<file path="src/hw/rtl/pipbt_pkg.sv">
// Package for the point-in-polygon boundary test: coordinate width, payload
// structs, edge record and register index codes. No dependencies.
`timescale 1ns / 1ps

package pipbt_pkg;

    // Coordinate width, signed Q16.8 fixed point
    localparam int COORD_BITS = 24;
    // Edge differences carry one guard bit
    localparam int DIFF_BITS  = COORD_BITS + 1;
    // Exact product of two differences
    localparam int PROD_BITS  = 2 * DIFF_BITS;
    // Default depth of the edge queue
    localparam int QUEUE_DEPTH = 4;

    // Configuration register indexes
    typedef enum logic [0:0] {
        CFG_TEST_X = 1'b0,
        CFG_TEST_Y = 1'b1
    } t_cfg_idx;

    // One input word: a polygon vertex
    typedef struct packed {
        logic signed [COORD_BITS-1:0] vertex_x;
        logic signed [COORD_BITS-1:0] vertex_y;
        logic                         last_vertex;
    } t_vertex;

    // One output word: the verdict for a closed polygon
    typedef struct packed {
        logic inside_res;
        logic on_boundary;
    } t_result;

    // One edge test, classified by the front end
    typedef struct packed {
        logic                        straddle;
        logic                        last;
        logic signed [DIFF_BITS-1:0] dx_test;   // test_x - xi
        logic signed [DIFF_BITS-1:0] dy_edge;   // yj - yi
        logic signed [DIFF_BITS-1:0] dx_edge;   // xj - xi
        logic signed [DIFF_BITS-1:0] dy_test;   // test_y - yi
    } t_edge;

endpackage

</file>
<file path="src/hw/rtl/pipbt_front.sv">
// Front end: accepts vertices, holds the test point and the first and
// previous vertex, and queues straddling or closing edges. Uses pipbt_pkg.
`timescale 1ns / 1ps

module pipbt_front (
    input  logic                                  i_clk,
    input  logic                                  i_rst_n,
    input  logic                                  i_valid,
    output logic                                  o_stall,
    input  pipbt_pkg::t_vertex                    i_vertex,
    input  logic                                  i_cfg_we,
    input  pipbt_pkg::t_cfg_idx                   i_cfg_idx,
    input  logic [pipbt_pkg::COORD_BITS-1:0]      i_cfg_data,
    input  logic                                  i_q_full,
    output logic                                  o_push,
    output pipbt_pkg::t_edge                      o_edge
);

    localparam int CB = pipbt_pkg::COORD_BITS;
    localparam int DB = pipbt_pkg::DIFF_BITS;

    logic signed [CB-1:0] r_test_x, r_test_y;
    logic signed [CB-1:0] r_first_x, r_first_y;
    logic signed [CB-1:0] r_prev_x, r_prev_y;
    logic                 r_open;
    logic                 r_pend;

    logic                 w_accept;
    logic                 w_go;
    logic                 w_last;
    logic signed [CB-1:0] w_xi, w_yi, w_xj, w_yj;
    logic signed [DB-1:0] w_xi_e, w_yi_e, w_xj_e, w_yj_e, w_tx_e, w_ty_e;
    logic                 w_above_i, w_above_j;

    // Hold input while the closing edge waits or the queue is full
    assign o_stall  = r_pend || i_q_full;
    assign w_accept = i_valid && !o_stall;

    // Select the edge to classify this cycle
    always_comb begin
        w_go   = 1'b0;
        w_last = 1'b0;
        w_xi   = i_vertex.vertex_x;
        w_yi   = i_vertex.vertex_y;
        w_xj   = r_prev_x;
        w_yj   = r_prev_y;
        if (r_pend) begin
            // closing edge from the last vertex back to the first
            w_go   = !i_q_full;
            w_last = 1'b1;
            w_xi   = r_first_x;
            w_yi   = r_first_y;
        end else if (w_accept && r_open) begin
            w_go   = 1'b1;
        end else if (w_accept && i_vertex.last_vertex) begin
            // single-vertex polygon: degenerate closing edge
            w_go   = 1'b1;
            w_last = 1'b1;
            w_xj   = i_vertex.vertex_x;
            w_yj   = i_vertex.vertex_y;
        end
    end

    // Classify: straddle test and the four differences
    always_comb begin
        w_xi_e    = {w_xi[CB-1], w_xi};
        w_yi_e    = {w_yi[CB-1], w_yi};
        w_xj_e    = {w_xj[CB-1], w_xj};
        w_yj_e    = {w_yj[CB-1], w_yj};
        w_tx_e    = {r_test_x[CB-1], r_test_x};
        w_ty_e    = {r_test_y[CB-1], r_test_y};
        w_above_i = w_yi > r_test_y;
        w_above_j = w_yj > r_test_y;

        o_edge.straddle = w_above_i != w_above_j;
        o_edge.last     = w_last;
        o_edge.dx_test  = w_tx_e - w_xi_e;
        o_edge.dy_edge  = w_yj_e - w_yi_e;
        o_edge.dx_edge  = w_xj_e - w_xi_e;
        o_edge.dy_test  = w_ty_e - w_yi_e;
    end

    // Drop edges that cannot toggle a parity unless they close the polygon
    assign o_push = w_go && (o_edge.straddle || w_last);

    // Configuration registers
    always_ff @(posedge i_clk) begin
        if (!i_rst_n) begin
            r_test_x <= '0;
            r_test_y <= '0;
        end else if (i_cfg_we) begin
            case (i_cfg_idx)
                pipbt_pkg::CFG_TEST_X: r_test_x <= i_cfg_data;
                pipbt_pkg::CFG_TEST_Y: r_test_y <= i_cfg_data;
                default: ;
            endcase
        end
    end

    // Polygon tracking
    always_ff @(posedge i_clk) begin
        if (!i_rst_n) begin
            r_open <= 1'b0;
            r_pend <= 1'b0;
        end else begin
            if (w_accept) begin
                r_open <= !i_vertex.last_vertex;
                r_pend <= r_open && i_vertex.last_vertex;
            end else if (r_pend && !i_q_full) begin
                r_pend <= 1'b0;
            end
        end
    end

    // Vertex storage
    always_ff @(posedge i_clk) begin
        if (w_accept) begin
            r_prev_x <= i_vertex.vertex_x;
            r_prev_y <= i_vertex.vertex_y;
            if (!r_open) begin
                r_first_x <= i_vertex.vertex_x;
                r_first_y <= i_vertex.vertex_y;
            end
        end
    end

endmodule

</file>
<file path="config.mk">
export PLATFORM = sky130hd
export DESIGN_NAME = pipbt_front
export DESIGN_NICKNAME = d
export VERILOG_FILES = /design/src/hw/rtl/pipbt_pkg.sv /design/src/hw/rtl/pipbt_front.sv
export SDC_FILE = /design/constraint.sdc
export NUM_CORES = 1
export LEC_CHECK = 0
export BUFFER_PORTS_ARGS = -buffer_cell sky130_fd_sc_hd__buf_2
export CAP_MARGIN = 30
export CORE_ASPECT_RATIO = 0.6
export CORE_UTILIZATION = 43
export DETAILED_ROUTE_END_ITERATION = 10
export PLACE_DENSITY = 0.66
export RECOVER_POWER = 50
export SETUP_SLACK_MARGIN = 0.3
export SYNTH_ARGS = -nofsm -noshare
export SYNTH_HDL_FRONTEND = slang
export SYNTH_SLANG_ARGS = --single-unit
</file>
<file path="constraint.sdc">
create_clock -name i_clk -period 11.55 [get_ports i_clk]
set_input_delay 2.31 -clock i_clk [delete_from_list [all_inputs] [get_ports i_clk]]
set_output_delay 2.31 -clock i_clk [all_outputs]
set_load 0.02 [all_outputs]
</file>
After elaboration in Yosys (flattened, before gate mapping)
Cells that the tools add are included.
{"block": "word_totals", "out_inout_bits": 104, "in_bits": 79, "regBits": 146, "word_cells": 47}
{"block": "op_classes", "reduce_logical": 15, "order_cmp": 2, "n_bitwise": 2, "add_sub_neg": 4, "n_mux": 15, "eq_ne": 1}
{"op": "$mux 24", "count": 8}
{"op": "$sub 24x24->25", "count": 4}
{"op": "$gt 24x24->1", "count": 2}
{"op": "$mux 1", "count": 7}
{"op": "$logic_and 1x1->1", "count": 6}
{"op": "$reduce_and 2->1", "count": 3}
{"op": "$logic_not 1->1", "count": 3}
{"op": "$logic_or 1x1->1", "count": 2}
{"op": "$not 1->1", "count": 2}
{"op": "$reduce_bool 2->1", "count": 1}
{"op": "$ne 1x1->1", "count": 1}

Longest topological paths before layout
{"block": "logic_depth", "depth_word": 11, "mapped_depth": 17, "depth_no_buf": 16}

Least setup slack after synthesis
Ideal clock, no wire load.
{"block": "synth_timing", "kind": "input -> output", "start": "input i_q_full", "end": "output o_edge[72] (netlist name)", "cell_stages": 17, "required_time_ns": 9.240, "path_buffers": 1, "path_slack_ns": -0.165, "arrival_time_ns": 9.405, "path_cell_list": "nand2b_1 -> nor3_1 -> nand2_1 -> clkbuf_1 -> mux2i_1 -> ha_1 -> inv_1 -> fa_1 -> a21o_1 -> a21oi_1 -> o21ai_1 -> a311o_1 -> a41o_1 -> o21a_1 -> a21o_1 -> a21oi_1 -> xnor2_1"}
{"element": "start, declared", "line": "pipbt_front.sv:14", "text": "input logic i_q_full,"}
{"element": "end, declared", "line": "pipbt_front.sv:16", "text": "output pipbt_pkg::t_edge o_edge"}

==> summary.md <==
| Metric | Value |
|---|---|
| Mux contribution to synthesized area | `0.0940` |
| Iter 0 DRT Violations | `about 650` |
| RR Startpoint | `r_pend$_SDFFE_PN0P_` |
| Wire per inst | `between 15 and 20 um` |
| HPWL after DPL | `23,100 um` |
| Final Slew Violations | `between 100 and 150` |
| Buffers on Ports | `182` |
| Hold Path Sink | `r_test_x[10]$_SDFFE_PN0P_` |
| Starting Density | `0.446` |
| H-tree Lvls | `4` |
| TNS Setup | `0 ns` |
| Max Cap Viol | `3` |
| Layout area overhead | `16.8%` |
| Synth warn | `0` |
| DRC | `0` |
| Fill count | `2,303` |
| Crit start category | `primary input` |
| Lkg Pwr | `5.19 nW` |
| Sw Pwr | `0.000564 W` |
| Min-Delay Path Class | `flop to flop` |
| Core ar. | `24,600 um^2` |
| Post-CTS Hold Fix Bufs | `0` |
| Clock Latency Late Sink | `around 0.43 ns` |
| Synth Area in Adders | `0.145` |
| Syn Inst Count | `1,140` |
| Critical Path AT | `7.18 ns` |
| Synthesis-stage register bit count | `146` |
| Clk sinks | `around 150` |
| Ys flop type | `edfxtp_1` |
| Hold path start | `r_test_x[10]$_SDFFE_PN0P_` |
| Finished Layout Cells | `between 1,500 and 2,000` |
| Die W | `~210 um` |
| Top cells by area, synth | `edfxtp_1 (26%), ha_1 (14%), dfxtp_1 (9.1%)` |
| Clock Path Buffers | `2` |
| CP Class | `primary input to primary output` |
| RSZ-0062 raised after global routing | `no` |
| Async S/R FF share, synth | `0` |
| Post-synthesis simple-gate area fraction | `0.133` |
| Routability-driven placement congestion ratio | `around 0.9` |
| Worst Skew | `0.00560 ns` |
| Pwr/cell area | `134 nW/um^2` |
| Tot Pwr | `around 0.0017 W` |
| Postcts setup bufs | `0` |
| RR Endpoint | `r_first_x[23]$_DFFE_PP_` |
| Largest family of logic cells by synthesized area | `compound AO/OA/AOI/OAI gates` |
| Inserted Clock Buffers | `17` |
| Comb power frac | `0.306` |
| Detail Route Antenna Nets | `0` |
| Minimum clock period | `9.49 ns` |
| R2R cell count | `2` |
| Critical Path Max Stage Delay | `0.64 ns` |
| Commonest cells after routing, fill and taps aside | `buf_2 (132), nand2_1 (121), ha_1 (121), edfxtp_1 (96), a21oi_1 (72)` |
| CP max stage cell | `nand2_2` |
| First-pass GRT wire length | `between 40,000 and 50,000 um` |
| EDFF count, synth | `96` |
| Met2 WL post-DR | `12,100 um` |
| Power share of the sequential group | `0.346` |
| Die area | `26,200 um^2` |
| Syn nets | `1,344` |
| Fmax | `0.105 GHz` |
| Placed cell count | `1,619` |
| Hold depth | `2` |
| Post-CTS sizing | `0` |
| Register area share after synthesis | `0.354` |
| Most common cell after layout, fill and taps aside | `buf_2` |
| Setup violators final | `0` |
| DIE HEIGHT | `126 um` |
| Clk pin slew, worst setup/hold paths | `0.06 ns` |
| IR drop worst, VDD | `0.0988 mV` |
| Worst reg2reg setup slack | `7.76 ns` |
| Mean Syn Cell Area | `9.62 um^2` |
| Library cells used by synthesis | `67` |
| Post-synth top area share | `0.263` |
| Pin count of the biggest net entering global routing | `slightly above 50` |
| Outcome | `complete, but fails checks` |
| Vias per Instance | `5.55` |
| Period utilisation layout | `0.822` |
| Ports | `roughly 180` |
| Post-Syn Area | `11,000 um^2` |
| Rows | `44` |
| Routed met3 length | `2070 um` |
| GRT Resource Usage Total | `0.234` |
| Met1 WL | `15,900 um` |
| Final hold viol count | `0` |
| Crit Path Max Fanout | `26` |
| CTS tree | `built` |
| Detailed Route WL | `30,300 um` |
| Failing checks | `capacitance limit, slew limit` |
| Internal power | `0.00115 W` |
| Measured slew at the worst slew-check pin | `roughly 3.4 ns` |
| Via count | `about 9,200` |
| Vias in the first global route | `8,593` |
| Clock power share | `0.348` |
| Largest area contributor in the netlist | `edfxtp_1` |
| Root Buffer Master | `clkbuf_16` |
| Drt pass-1 iters | `7` |
| Synth Area in Compound Gates | `0.184` |
| Max layer used | `met5` |
| Critical Path RT | `9.24 ns` |
| Share of layout cells above drive strength 1 | `0.174` |
| CP endpoint kind | `primary output` |
| Antenna violations before repair | `3` |
| GR Overflow Total | `0` |
| Switching Fraction | `0.329` |
| Critical-path cell list | `clkbuf_1 > nand2b_1 > nor3_1 > nand2_2 > buf_4 > mux2i_1 > ha_1 > inv_1 > fa_1 > a211oi_1 > o21ai_0 > o211ai_1 > a31oi_1 > o22ai_1 > o211ai_1 > o21a_1 > o21a_1 > o22ai_1 > buf_2` |
| Slew HR | `-1.27` |
| Nets@finish | `1,522` |
| Synth Area in XOR/XNOR | `0.0583` |
-- synthesized netlist by cell type, types with 3 or more instances --
library cell	count
a21boi_0	53
o21a_1	27
o31a_1	4
nand2b_1	16
mux2i_1	49
a221oi_1	5
mux2_2	48
nand4_1	13
nand3_1	18
edfxtp_1	96
a211oi_1	9
dfxtp_1	50
o211ai_1	7
a31oi_1	3
a311o_1	3
nor3_1	17
a21o_1	25
nor4_1	4
and2_1	3
o21ai_0	47
o2111ai_1	3
xnor2_1	58
o31ai_1	5
ha_1	121
nor2_1	65
nor2b_1	21
and3_1	9
inv_1	61
nand2_1	122
o21bai_1	10
o22ai_1	4
or3_1	4
clkbuf_1	26
or2_2	4
fa_1	4
xor2_1	15
a21oi_1	72
-- power by group through the flow --
stage / clock (W) / sequential [W] / combinational, W
3_5_place_dp: 0 / 0.000603 / 0.000522
6_report: 0.000595 / 0.000593 / 0.000525
4_1_cts: 0.000607 / 0.000592 / 0.000526
2_1_floorplan: 0 / 0.000600 / 0.000360
5_1_grt: 0.000626 / 0.000595 / 0.000573
3_3_place_gp: 0 / 0.000603 / 0.000516
-- worst max-delay path, delay by kind of cell --
kind | cells | cell delay (ns)
mux | 1 | 0.25
buf+inv | 4 | 0.93
compound gates | 9 | 2.07
simple gates | 3 | 0.99
fa+ha+maj | 2 | 0.63
-- per-stage QoR --
step           utilization  hold slack, ns  area, um^2  worst slack (ns)
3_3_place_gp         0.497           0.461       12200              2.34
6_report             0.521           0.475       12800              2.06
5_1_grt              0.521           0.489       12800              1.78
3_5_place_dp         0.497           0.465       12200              2.17
4_1_cts              0.523           0.475       12900              2.17
2_1_floorplan            -           0.443       11000              1.41
-- how the worst max path moves through the flow --
stage	to	cells after the start	slack, ns	start
final	o_edge[49]	19	2.06	i_q_full
after global routing	o_edge[49]	19	1.78	i_q_full
after CTS	o_edge[49]	19	2.17	i_q_full
after detailed placement	o_edge[49]	19	2.17	i_q_full
after global placement	o_edge[48]	17	2.34	i_q_full
after floorplan	o_edge[72]	17	1.41	i_q_full
-- flip-flops by register name (all words and copies together) (netlist names) --
| register | flops |
|---|---|
| r_test_y | 24 |
| r_prev_x | 24 |
| r_open | 1 |
| r_prev_y | 24 |
| r_first_x | 24 |
| r_pend | 1 |
| r_test_x | 24 |
| r_first_y | 24 |
-- kinds of logic after synthesis --
kind of cell | after synthesis
simple gates | 308
compound gates | 301
flops | 146
fa+ha+maj | 125
mux | 97
buf+inv | 90
xor+xnor | 73
-- per-layer routing --
metal / vias up / GRT usage
li1: 4571 / -
met1: 4301 / 0.363
met2: 277 / 0.322
met3: 22 / 0.0566
met4: 4 / 0.0462
met5: - / 0
-- layout make-up --
class                      count  area (um^2)  area share
tap                          322          403      0.0314
antenna                        1         2.50    0.000195
sequential                   146         3890       0.303
timing repair buffer         188          905      0.0706
clock buffer                  26          583      0.0455
clock inverter                 6         58.8     0.00459
inverter                      61          229      0.0179
multi-input combinational    904         6750       0.527
No activity file was read; power rests on OpenSTA's default activity.
